===== src/sv/rhc_pkg.sv =====
// ----------------------------------------------------------------------------
// rhc_pkg
// Widths, constants and shared types for the RGB to HSV converter.
// ----------------------------------------------------------------------------
`timescale 1ns / 1ps
`default_nettype none

package rhc_pkg;

    localparam int CH_W  = 8;    // colour channel width
    localparam int HUE_W = 15;   // hue, degrees times 64
    localparam int SAT_W = 8;

    // Shared restoring divider geometry
    localparam int NUM_W      = 21;
    localparam int DEN_W      = 9;
    localparam int QUO_W      = 12;
    localparam int DIV_STAGES = QUO_W;

    localparam int SUM_W = HUE_W + 1;

    localparam logic [HUE_W-1:0] HUE_MAX = HUE_W'(23039);

    // Hue base in degrees times 64, for a non-negative and a negative difference
    localparam logic [HUE_W-1:0] BASE_RED_POS   = HUE_W'(0);
    localparam logic [HUE_W-1:0] BASE_RED_NEG   = HUE_W'(19200);
    localparam logic [HUE_W-1:0] BASE_GREEN_POS = HUE_W'(7680);
    localparam logic [HUE_W-1:0] BASE_GREEN_NEG = HUE_W'(3840);
    localparam logic [HUE_W-1:0] BASE_BLUE_POS  = HUE_W'(15360);
    localparam logic [HUE_W-1:0] BASE_BLUE_NEG  = HUE_W'(11520);

    typedef enum logic [1:0] {
        CH_RED   = 2'd0,
        CH_GREEN = 2'd1,
        CH_BLUE  = 2'd2
    } t_max_ch;

    // Data that rides alongside the dividers
    typedef struct packed {
        logic [HUE_W-1:0] base;
        logic [CH_W-1:0]  brightness;
        logic             undefined;
    } t_side;

endpackage

`default_nettype wire


===== src/sv/rhc_if.sv =====
// ----------------------------------------------------------------------------
// rhc_if
// Valid/ready channels for RGB pixels in and HSV results out.
// ----------------------------------------------------------------------------
`timescale 1ns / 1ps
`default_nettype none

interface rhc_pixel_if;
    logic                      valid;
    logic                      ready;
    logic [rhc_pkg::CH_W-1:0]  red;
    logic [rhc_pkg::CH_W-1:0]  green;
    logic [rhc_pkg::CH_W-1:0]  blue;

    modport source (output valid, output red, output green, output blue, input ready);
    modport sink   (input valid, input red, input green, input blue, output ready);
endinterface

interface rhc_hsv_if;
    logic                      valid;
    logic                      ready;
    logic [rhc_pkg::HUE_W-1:0] hue;
    logic [rhc_pkg::SAT_W-1:0] saturation;
    logic [rhc_pkg::CH_W-1:0]  brightness;
    logic                      hue_undefined;

    modport source (output valid, output hue, output saturation, output brightness,
                    output hue_undefined, input ready);
    modport sink   (input valid, input hue, input saturation, input brightness,
                    input hue_undefined, output ready);
endinterface

`default_nettype wire


===== src/sv/rhc_divider.sv =====
// ----------------------------------------------------------------------------
// rhc_divider
// Pipelined restoring divider, one quotient bit per register stage.
// ----------------------------------------------------------------------------
`timescale 1ns / 1ps
`default_nettype none

module rhc_divider (
    input  wire logic                        i_clk,
    input  wire logic                        i_en,
    input  wire logic [rhc_pkg::NUM_W-1:0]   i_num,
    input  wire logic [rhc_pkg::DEN_W-1:0]   i_den,
    output logic      [rhc_pkg::QUO_W-1:0]   o_quo
);

    // Quotient is known to fit in QUO_W bits, so the top of the numerator
    // is already below the divisor and seeds the partial remainder.
    logic [rhc_pkg::DEN_W-1:0] r_rem [rhc_pkg::DIV_STAGES];
    logic [rhc_pkg::QUO_W-1:0] r_low [rhc_pkg::DIV_STAGES];
    logic [rhc_pkg::QUO_W-1:0] r_quo [rhc_pkg::DIV_STAGES];
    logic [rhc_pkg::DEN_W-1:0] r_den [rhc_pkg::DIV_STAGES];

    logic [rhc_pkg::DEN_W-1:0] s_rem [rhc_pkg::DIV_STAGES];
    logic [rhc_pkg::QUO_W-1:0] s_low [rhc_pkg::DIV_STAGES];
    logic [rhc_pkg::QUO_W-1:0] s_quo [rhc_pkg::DIV_STAGES];
    logic [rhc_pkg::DEN_W-1:0] s_den [rhc_pkg::DIV_STAGES];

    logic [rhc_pkg::DEN_W-1:0] n_rem [rhc_pkg::DIV_STAGES];
    logic [rhc_pkg::QUO_W-1:0] n_low [rhc_pkg::DIV_STAGES];
    logic [rhc_pkg::QUO_W-1:0] n_quo [rhc_pkg::DIV_STAGES];

    always_comb begin
        s_rem[0] = i_num[rhc_pkg::NUM_W-1:rhc_pkg::QUO_W];
        s_low[0] = i_num[rhc_pkg::QUO_W-1:0];
        s_quo[0] = '0;
        s_den[0] = i_den;
        for (int k = 1; k < rhc_pkg::DIV_STAGES; k++) begin
            s_rem[k] = r_rem[k-1];
            s_low[k] = r_low[k-1];
            s_quo[k] = r_quo[k-1];
            s_den[k] = r_den[k-1];
        end
    end

    always_comb begin
        logic [rhc_pkg::DEN_W:0] trial;
        logic                    ge;
        trial = '0;
        ge    = 1'b0;
        for (int k = 0; k < rhc_pkg::DIV_STAGES; k++) begin
            trial    = {s_rem[k], s_low[k][rhc_pkg::QUO_W-1]};
            ge       = (trial >= {1'b0, s_den[k]});
            n_rem[k] = ge ? rhc_pkg::DEN_W'(trial - {1'b0, s_den[k]})
                          : trial[rhc_pkg::DEN_W-1:0];
            n_low[k] = {s_low[k][rhc_pkg::QUO_W-2:0], 1'b0};
            n_quo[k] = {s_quo[k][rhc_pkg::QUO_W-2:0], ge};
        end
    end

    always_ff @(posedge i_clk) begin
        if (i_en) begin
            for (int k = 0; k < rhc_pkg::DIV_STAGES; k++) begin
                r_rem[k] <= n_rem[k];
                r_low[k] <= n_low[k];
                r_quo[k] <= n_quo[k];
                r_den[k] <= s_den[k];
            end
        end
    end

    assign o_quo = r_quo[rhc_pkg::DIV_STAGES-1];

endmodule

`default_nettype wire


===== src/sv/rgb_to_hsv_converter.sv =====
// Pipeline: 2 front stages, 12 divider stages and 1 output register; the
// dividers give one quotient bit per stage.
// Throughput: one pixel per cycle; the whole pipeline holds while a result
// waits on the output.
// Reset: synchronous, active low; clears all valid bits, payload is not reset.
// ----------------------------------------------------------------------------
// rgb_to_hsv_converter
// Converts 8-bit RGB pixels to hue (Q9.6 degrees), saturation and value.
// ----------------------------------------------------------------------------
`timescale 1ns / 1ps
`default_nettype none

module rgb_to_hsv_converter (
    input  wire logic  i_clk,
    input  wire logic  i_rst_n,
    rhc_pixel_if.sink  i_pix,
    rhc_hsv_if.source  o_hsv
);

    logic w_en;

    // ---------------- stage 1: max, min, difference --------------------------
    logic [rhc_pkg::CH_W-1:0] w_max;
    logic [rhc_pkg::CH_W-1:0] w_min;
    logic [rhc_pkg::CH_W:0]   w_diff;
    rhc_pkg::t_max_ch         w_ch;

    logic                     r_s1_valid;
    logic [rhc_pkg::CH_W-1:0] r_s1_max;
    logic [rhc_pkg::CH_W-1:0] r_s1_delta;
    logic [rhc_pkg::CH_W:0]   r_s1_diff;
    rhc_pkg::t_max_ch         r_s1_ch;

    always_comb begin
        w_max = (i_pix.red > i_pix.green) ? i_pix.red : i_pix.green;
        w_max = (w_max > i_pix.blue) ? w_max : i_pix.blue;
        w_min = (i_pix.red < i_pix.green) ? i_pix.red : i_pix.green;
        w_min = (w_min < i_pix.blue) ? w_min : i_pix.blue;
        // red wins ties, then green
        if (i_pix.red == w_max) begin
            w_ch   = rhc_pkg::CH_RED;
            w_diff = {1'b0, i_pix.green} - {1'b0, i_pix.blue};
        end else if (i_pix.green == w_max) begin
            w_ch   = rhc_pkg::CH_GREEN;
            w_diff = {1'b0, i_pix.blue} - {1'b0, i_pix.red};
        end else begin
            w_ch   = rhc_pkg::CH_BLUE;
            w_diff = {1'b0, i_pix.red} - {1'b0, i_pix.green};
        end
    end

    always_ff @(posedge i_clk) begin
        if (!i_rst_n) begin
            r_s1_valid <= 1'b0;
        end else if (w_en) begin
            r_s1_valid <= i_pix.valid;
        end
    end

    always_ff @(posedge i_clk) begin
        if (w_en) begin
            r_s1_max   <= w_max;
            r_s1_delta <= w_max - w_min;
            r_s1_diff  <= w_diff;
            r_s1_ch    <= w_ch;
        end
    end

    // ---------------- stage 2: divider operands ------------------------------
    // Negative differences are folded to delta+diff with the base lowered by
    // 60 degrees, so both dividers only see non-negative numerators.
    logic                      w_neg;
    logic [rhc_pkg::CH_W-1:0]  w_x;
    logic [rhc_pkg::CH_W:0]    w_fold;
    logic [rhc_pkg::HUE_W-1:0] w_base;
    logic [11:0]               w_x15;
    rhc_pkg::t_side            w_side;

    logic                      r_s2_valid;
    logic [rhc_pkg::NUM_W-1:0] r_s2_hnum;
    logic [rhc_pkg::NUM_W-1:0] r_s2_snum;
    logic [rhc_pkg::DEN_W-1:0] r_s2_hden;
    logic [rhc_pkg::DEN_W-1:0] r_s2_sden;
    rhc_pkg::t_side            r_s2_side;

    always_comb begin
        w_neg  = r_s1_diff[rhc_pkg::CH_W];
        w_fold = {1'b0, r_s1_delta} + r_s1_diff;
        w_x    = w_neg ? w_fold[rhc_pkg::CH_W-1:0] : r_s1_diff[rhc_pkg::CH_W-1:0];
        w_x15  = {w_x, 4'b0000} - {4'b0000, w_x};
        case (r_s1_ch)
            rhc_pkg::CH_RED:   w_base = w_neg ? rhc_pkg::BASE_RED_NEG   : rhc_pkg::BASE_RED_POS;
            rhc_pkg::CH_GREEN: w_base = w_neg ? rhc_pkg::BASE_GREEN_NEG : rhc_pkg::BASE_GREEN_POS;
            rhc_pkg::CH_BLUE:  w_base = w_neg ? rhc_pkg::BASE_BLUE_NEG  : rhc_pkg::BASE_BLUE_POS;
            default:           w_base = rhc_pkg::BASE_RED_POS;
        endcase
        w_side.base       = w_base;
        w_side.brightness = r_s1_max;
        w_side.undefined  = (r_s1_delta == '0);
    end

    always_ff @(posedge i_clk) begin
        if (!i_rst_n) begin
            r_s2_valid <= 1'b0;
        end else if (w_en) begin
            r_s2_valid <= r_s1_valid;
        end
    end

    always_ff @(posedge i_clk) begin
        if (w_en) begin
            // 7680*x + delta, and 510*delta + max
            r_s2_hnum <= {w_x15, 9'b0} | rhc_pkg::NUM_W'(r_s1_delta);
            r_s2_snum <= rhc_pkg::NUM_W'({r_s1_delta, 9'b0})
                         - rhc_pkg::NUM_W'({r_s1_delta, 1'b0})
                         + rhc_pkg::NUM_W'(r_s1_max);
            r_s2_hden <= {r_s1_delta, 1'b0};
            r_s2_sden <= {r_s1_max, 1'b0};
            r_s2_side <= w_side;
        end
    end

    // ---------------- divider stages ----------------------------------------
    logic [rhc_pkg::QUO_W-1:0] w_hquo;
    logic [rhc_pkg::QUO_W-1:0] w_squo;

    rhc_divider u_hue_div (
        .i_clk (i_clk),
        .i_en  (w_en),
        .i_num (r_s2_hnum),
        .i_den (r_s2_hden),
        .o_quo (w_hquo)
    );

    rhc_divider u_sat_div (
        .i_clk (i_clk),
        .i_en  (w_en),
        .i_num (r_s2_snum),
        .i_den (r_s2_sden),
        .o_quo (w_squo)
    );

    logic           r_dv_valid [rhc_pkg::DIV_STAGES];
    rhc_pkg::t_side r_dv_side  [rhc_pkg::DIV_STAGES];

    always_ff @(posedge i_clk) begin
        if (!i_rst_n) begin
            for (int k = 0; k < rhc_pkg::DIV_STAGES; k++) begin
                r_dv_valid[k] <= 1'b0;
            end
        end else if (w_en) begin
            r_dv_valid[0] <= r_s2_valid;
            for (int k = 1; k < rhc_pkg::DIV_STAGES; k++) begin
                r_dv_valid[k] <= r_dv_valid[k-1];
            end
        end
    end

    always_ff @(posedge i_clk) begin
        if (w_en) begin
            r_dv_side[0] <= r_s2_side;
            for (int k = 1; k < rhc_pkg::DIV_STAGES; k++) begin
                r_dv_side[k] <= r_dv_side[k-1];
            end
        end
    end

    // ---------------- output register ---------------------------------------
    rhc_pkg::t_side            w_last;
    logic [rhc_pkg::SUM_W-1:0] w_sum;
    logic [rhc_pkg::HUE_W-1:0] w_hue;
    logic [rhc_pkg::SAT_W-1:0] w_sat;

    logic                      r_out_valid;
    logic [rhc_pkg::HUE_W-1:0] r_out_hue;
    logic [rhc_pkg::SAT_W-1:0] r_out_sat;
    logic [rhc_pkg::CH_W-1:0]  r_out_bright;
    logic                      r_out_undef;

    always_comb begin
        w_last = r_dv_side[rhc_pkg::DIV_STAGES-1];
        w_sum  = rhc_pkg::SUM_W'(w_last.base) + rhc_pkg::SUM_W'(w_hquo);
        if (w_last.undefined) begin
            w_hue = '0;
        end else if (w_sum > rhc_pkg::SUM_W'(rhc_pkg::HUE_MAX)) begin
            w_hue = rhc_pkg::HUE_MAX;
        end else begin
            w_hue = w_sum[rhc_pkg::HUE_W-1:0];
        end
        if (w_last.undefined) begin
            w_sat = '0;
        end else if (|w_squo[rhc_pkg::QUO_W-1:rhc_pkg::SAT_W]) begin
            w_sat = '1;
        end else begin
            w_sat = w_squo[rhc_pkg::SAT_W-1:0];
        end
    end

    // Advance everything when the output slot is empty or being taken
    assign w_en = !r_out_valid || o_hsv.ready;

    always_ff @(posedge i_clk) begin
        if (!i_rst_n) begin
            r_out_valid <= 1'b0;
        end else if (w_en) begin
            r_out_valid <= r_dv_valid[rhc_pkg::DIV_STAGES-1];
        end
    end

    always_ff @(posedge i_clk) begin
        if (w_en) begin
            r_out_hue    <= w_hue;
            r_out_sat    <= w_sat;
            r_out_bright <= w_last.brightness;
            r_out_undef  <= w_last.undefined;
        end
    end

    assign i_pix.ready         = w_en;
    assign o_hsv.valid         = r_out_valid;
    assign o_hsv.hue           = r_out_hue;
    assign o_hsv.saturation    = r_out_sat;
    assign o_hsv.brightness    = r_out_bright;
    assign o_hsv.hue_undefined = r_out_undef;

endmodule

`default_nettype wire


===== src/flat_wrapper.sv =====
// flat-port wrapper written by rule: the top's interface ports become plain ports
module rgb_to_hsv_converter_flat 
  (i_clk, i_rst_n, i_pix_valid, i_pix_red, i_pix_green, i_pix_blue, i_pix_ready, o_hsv_valid, o_hsv_hue, o_hsv_saturation, o_hsv_brightness, o_hsv_hue_undefined, o_hsv_ready);
  rhc_pixel_if i_pix_i ();
  rhc_hsv_if o_hsv_i ();
  input  wire logic i_clk;
  input  wire logic i_rst_n;
  input wire logic [$bits(i_pix_i.valid)-1:0] i_pix_valid;
  input wire logic [$bits(i_pix_i.red)-1:0] i_pix_red;
  input wire logic [$bits(i_pix_i.green)-1:0] i_pix_green;
  input wire logic [$bits(i_pix_i.blue)-1:0] i_pix_blue;
  output wire logic [$bits(i_pix_i.ready)-1:0] i_pix_ready;
  output wire logic [$bits(o_hsv_i.valid)-1:0] o_hsv_valid;
  output wire logic [$bits(o_hsv_i.hue)-1:0] o_hsv_hue;
  output wire logic [$bits(o_hsv_i.saturation)-1:0] o_hsv_saturation;
  output wire logic [$bits(o_hsv_i.brightness)-1:0] o_hsv_brightness;
  output wire logic [$bits(o_hsv_i.hue_undefined)-1:0] o_hsv_hue_undefined;
  input wire logic [$bits(o_hsv_i.ready)-1:0] o_hsv_ready;
  assign i_pix_i.valid = i_pix_valid;
  assign i_pix_i.red = i_pix_red;
  assign i_pix_i.green = i_pix_green;
  assign i_pix_i.blue = i_pix_blue;
  assign i_pix_ready = i_pix_i.ready;
  assign o_hsv_valid = o_hsv_i.valid;
  assign o_hsv_hue = o_hsv_i.hue;
  assign o_hsv_saturation = o_hsv_i.saturation;
  assign o_hsv_brightness = o_hsv_i.brightness;
  assign o_hsv_hue_undefined = o_hsv_i.hue_undefined;
  assign o_hsv_i.ready = o_hsv_ready;
  rgb_to_hsv_converter u_core (.i_clk(i_clk), .i_rst_n(i_rst_n), .i_pix(i_pix_i), .o_hsv(o_hsv_i));
endmodule

===== config.mk =====
export PLATFORM = sky130hd
export DESIGN_NAME = rgb_to_hsv_converter_flat
export DESIGN_NICKNAME = d
export VERILOG_FILES = /design/src/sv/rhc_pkg.sv /design/src/sv/rhc_if.sv /design/src/sv/rhc_divider.sv /design/src/sv/rgb_to_hsv_converter.sv /design/src/flat_wrapper.sv
export SDC_FILE = /design/constraint.sdc
export NUM_CORES = 2
export LEC_CHECK = 0
export ABC_AREA = 1
export BUFFER_PORTS_ARGS = -buffer_cell sky130_fd_sc_hd__buf_2
export CORE_MARGIN = 2
export CORE_UTILIZATION = 55
export CTS_CLUSTER_SIZE = 16
export DETAILED_ROUTE_END_ITERATION = 10
export HOLD_SLACK_MARGIN = 0.15
export PLACE_DENSITY = 0.78
export SYNTH_ARGS = -nofsm -noshare
export SYNTH_HDL_FRONTEND = slang
export SYNTH_SLANG_ARGS = --single-unit

===== constraint.sdc =====
create_clock -name i_clk -period 56 [get_ports i_clk]
set_input_delay 11.2 -clock i_clk [delete_from_list [all_inputs] [get_ports i_clk]]
set_output_delay 11.2 -clock i_clk [all_outputs]
set_load 0.05 [all_outputs]

==> metrics <==
Inserted Diodes 0; shortest clock period the worst path allows after layout ~24,000 ps; width of the die 266.1 um; share of final-layout standard cells stronger than drive strength 1 6.881%; final-layout worst hold slack roughly 400 ps; Distinct cells, synth 52; count of H-tree levels built during CTS 3; total of buffers placed on input and output ports a little over 60; growth of design area from synthesis to finish 10.60%; async set-reset flop share out of synthesis 0%; mean number of vias per cell 5.211; relative contribution of the clock network to total power about 20%; post-CTS repair timing setup buffer count 0; type of the most critical hold path register to register; instance count after placement with tap cells included 4,007; combinational cell fraction of total power 38.5%; routed len/inst 14.49 um; net switching component of the power approximately 0.00097 W; post-route setup TNS 0 ps; setup slack, reg-to-reg between 50,000 and 60,000 ps; Critical Path End Type output pin; Synth warnings 0; Fmax achieved around 43 MHz; Final setup violation count 0; number of design-rule violations left by the first detailed-router iteration 1,410; final critical-path share of the clock period 41.99%; total length of routed wires between 60,000 and 70,000 um; arrival time reported for the critical path endpoint about 12,000 ps; cells on worst reg2reg path 24; type of origin of the critical path primary input; final layout net count between 3,000 and 4,000; Hold Path Cell Cnt 0; Resize count post-CTS 0; sequential cell fraction of total power 41.8%; cell type contributing the most total cell area after synthesis sky130_fd_sc_hd__edfxtp_1; number of search-and-repair iterations in the first detailed-routing pass 5; pin slew with the least headroom to its limit 1198 ps; critical path type primary input to output pin; hpwl dp ~42,000 um; post-route worst setup slack approximately 32,000 ps; critical path peak fanout 91; Via Count 21,640; Maximum Capacitance Violations 0; first-pass GRT wire length 100,700 um; minimum setup slack after placement 32,500 ps; vias in the first global route 21,470; area of the die just over 70,000 um2; setup clock skew after layout 25.89 ps; number of antenna violations at the first check in global routing 0; switching share of power 35.59%; maximum number of pins on one net before global-route repair 96; Root Buffer sky130_fd_sc_hd__clkbuf_16; standby leakage power 17.40 nW; Pwr per Cell Area approximately 65 nW/um2; Clock transition at path regs 60 ps; status complete, no violations; number of standard cells in the final layout excluding fillers 4,152; total routing usage reported by global routing 17.54%; starting utilization of the core area 55.29%; RePlAce Congestion 0.8469; tightest slew margin relative to the limit 19.78%; most common flop cell mapped by yosys sky130_fd_sc_hd__edfxtp_1; buffer depth of the longest clock path 3; clock latency on the worst-skew pair 640 ps; TritonCTS Sinks roughly 810; remaining antenna violation count 0; Site Rows 96; internal power 0.001757 W; boundary pin count 62; Post-Syn Area 37,780 um2; cell types with the largest area share after synthesis sky130_fd_sc_hd__edfxtp_1 (64%), sky130_fd_sc_hd__ha_1 (8.6%), sky130_fd_sc_hd__a21oi_1 (4.3%), sky130_fd_sc_hd__inv_1 (4.3%), sky130_fd_sc_hd__nand2_1 (3.3%); number of max-slew violations in the final report 0; Synth Instances 3,092; required time worst endpoint 44,800 ps; number of endpoints with negative hold slack in the final report 0; total grt overflow 0; average cell area after synthesis 12.22 um2; number of hold buffers added after CTS 0; VDD IR max between 0.03 and 0.04 mV; number of remaining DRC errors 0; TritonCTS clock tree done; CORE AREA 68,350 um2; RSZ-0062 raised after global routing false; number of synthesized flops with an enable pin between 800 and 900; die height 266.1 um; CTS Buf Count 80; FF+latch count, synth 814; area share of the largest cell type after synthesis 63.74%; sequential area share after synthesis 64.37%
==> per-stage QoR <==
stage,total power [W],utilization [%],area [um2]
global route,0.002945,61.15,41790
detailed placement,0.002186,57.24,39120
floorplan,0.001937,-,37800
CTS,0.002745,61.15,41790
global placement,0.002135,57.24,39120
finish,0.002728,61.15,41790
==> final cells by class <==
cell class / instances / area, um2
tap: 882 / 1104
timing repair buffer: 71 / 380.4
clock inverter: 49 / 545.5
inverter: 434 / 1639
multi-input combinational: 1806 / 11670
clock buffer: 96 / 2126
fill: 4959 / 26550
sequential: 814 / 24320
==> cell families after synthesis <==
kind of cell	count (synthesis)	synth area share, %
DFF	814	64.37
AOI/OAI and AO/OA	553	7.957
adders and majority gates	289	10.13
and+or+nand+nor	770	8.365
other	1	0.009925
muxes	1	0.02649
buffers and inverters	475	4.762
xor gates and xnor gates	189	4.381
==> power groups by stage <==
stage          combinational, W  clock, W  sequential, W
6_report                0.00105  0.000538        0.00114
5_1_grt                 0.00120  0.000574        0.00117
4_1_cts                 0.00105  0.000551        0.00114
3_5_place_dp            0.00103         0        0.00115
3_3_place_gp           0.000994         0        0.00114
2_1_floorplan          0.000810         0        0.00113
==> sequential cells by signal, indices dropped and copies added (netlist names), 15 cells and up <==
| signal | count |
|---|---|
| u_core.r_s2_side | 16 |
| u_core.u_hue_div.r_rem | 98 |
| u_core.u_hue_div.r_low | 47 |
| u_core.u_sat_div.r_den | 67 |
| u_core.u_sat_div.r_low | 65 |
| u_core.r_s2_snum | 20 |
| u_core.u_sat_div.r_quo | 78 |
| u_core.r_dv_side | 114 |
| u_core.u_hue_div.r_den | 37 |
| u_core.u_hue_div.r_quo | 78 |
| u_core.o_hsv.hue | 15 |
| u_core.u_sat_div.r_rem | 100 |
==> layout by cell type (no fill, tap or decap), drive strengths merged, types with 73 or more instances in the layout <==
master,netlist,final
a21oi,324,324
clkbuf,36,96
edfxtp,802,802
ha,261,261
inv,434,438
nand2,339,339
nand3,73,73
nor2,299,299
o21ai,146,146
xor2,130,130
==> path summary, 6_finish.rpt <==
check,to,from
worst min-delay path,u_core.u_sat_div.r_quo[1][3]$_DFFE_PN_,u_core.u_sat_div.r_quo[0][38]$_DFFE_PN_
worst max register to register,u_core.r_s2_snum[15]$_DFFE_PN_,u_core.r_s1_delta[1]$_DFFE_PN_
worst max-delay path,i_pix_ready,o_hsv_ready
worst min register to register,u_core.u_sat_div.r_quo[1][3]$_DFFE_PN_,u_core.u_sat_div.r_quo[0][38]$_DFFE_PN_
==> synth_stat cells, drive strengths merged, types with 22 or more instances <==
library cell and instances:
a21oi 324, o211ai 26, nand3 73, xnor2 59
nor2 299, nor3 22, inv 434, fa 28
clkbuf 36, o21ai 146, ha 261, xor2 130
nand2 339, edfxtp 802
==> worst max-delay path, cell delays in order <==
cell and delay, ps:
sky130_fd_sc_hd__buf_2 90, sky130_fd_sc_hd__nor2_1 330, sky130_fd_sc_hd__inv_8 270, sky130_fd_sc_hd__buf_2 330
==> metal layers <==
layer	vias to the layer above	routed length, um	part of all wire [%]	global-route usage (%)
li1	10990	-	-	-
met1	10120	24190	40	19.70
met2	387	31820	53	33.01
met3	137	2130	3.5	2.579
met4	0	2015	3.3	7.516
met5	-	0	0	0
Note: power is estimated with default switching activity, not from simulation.
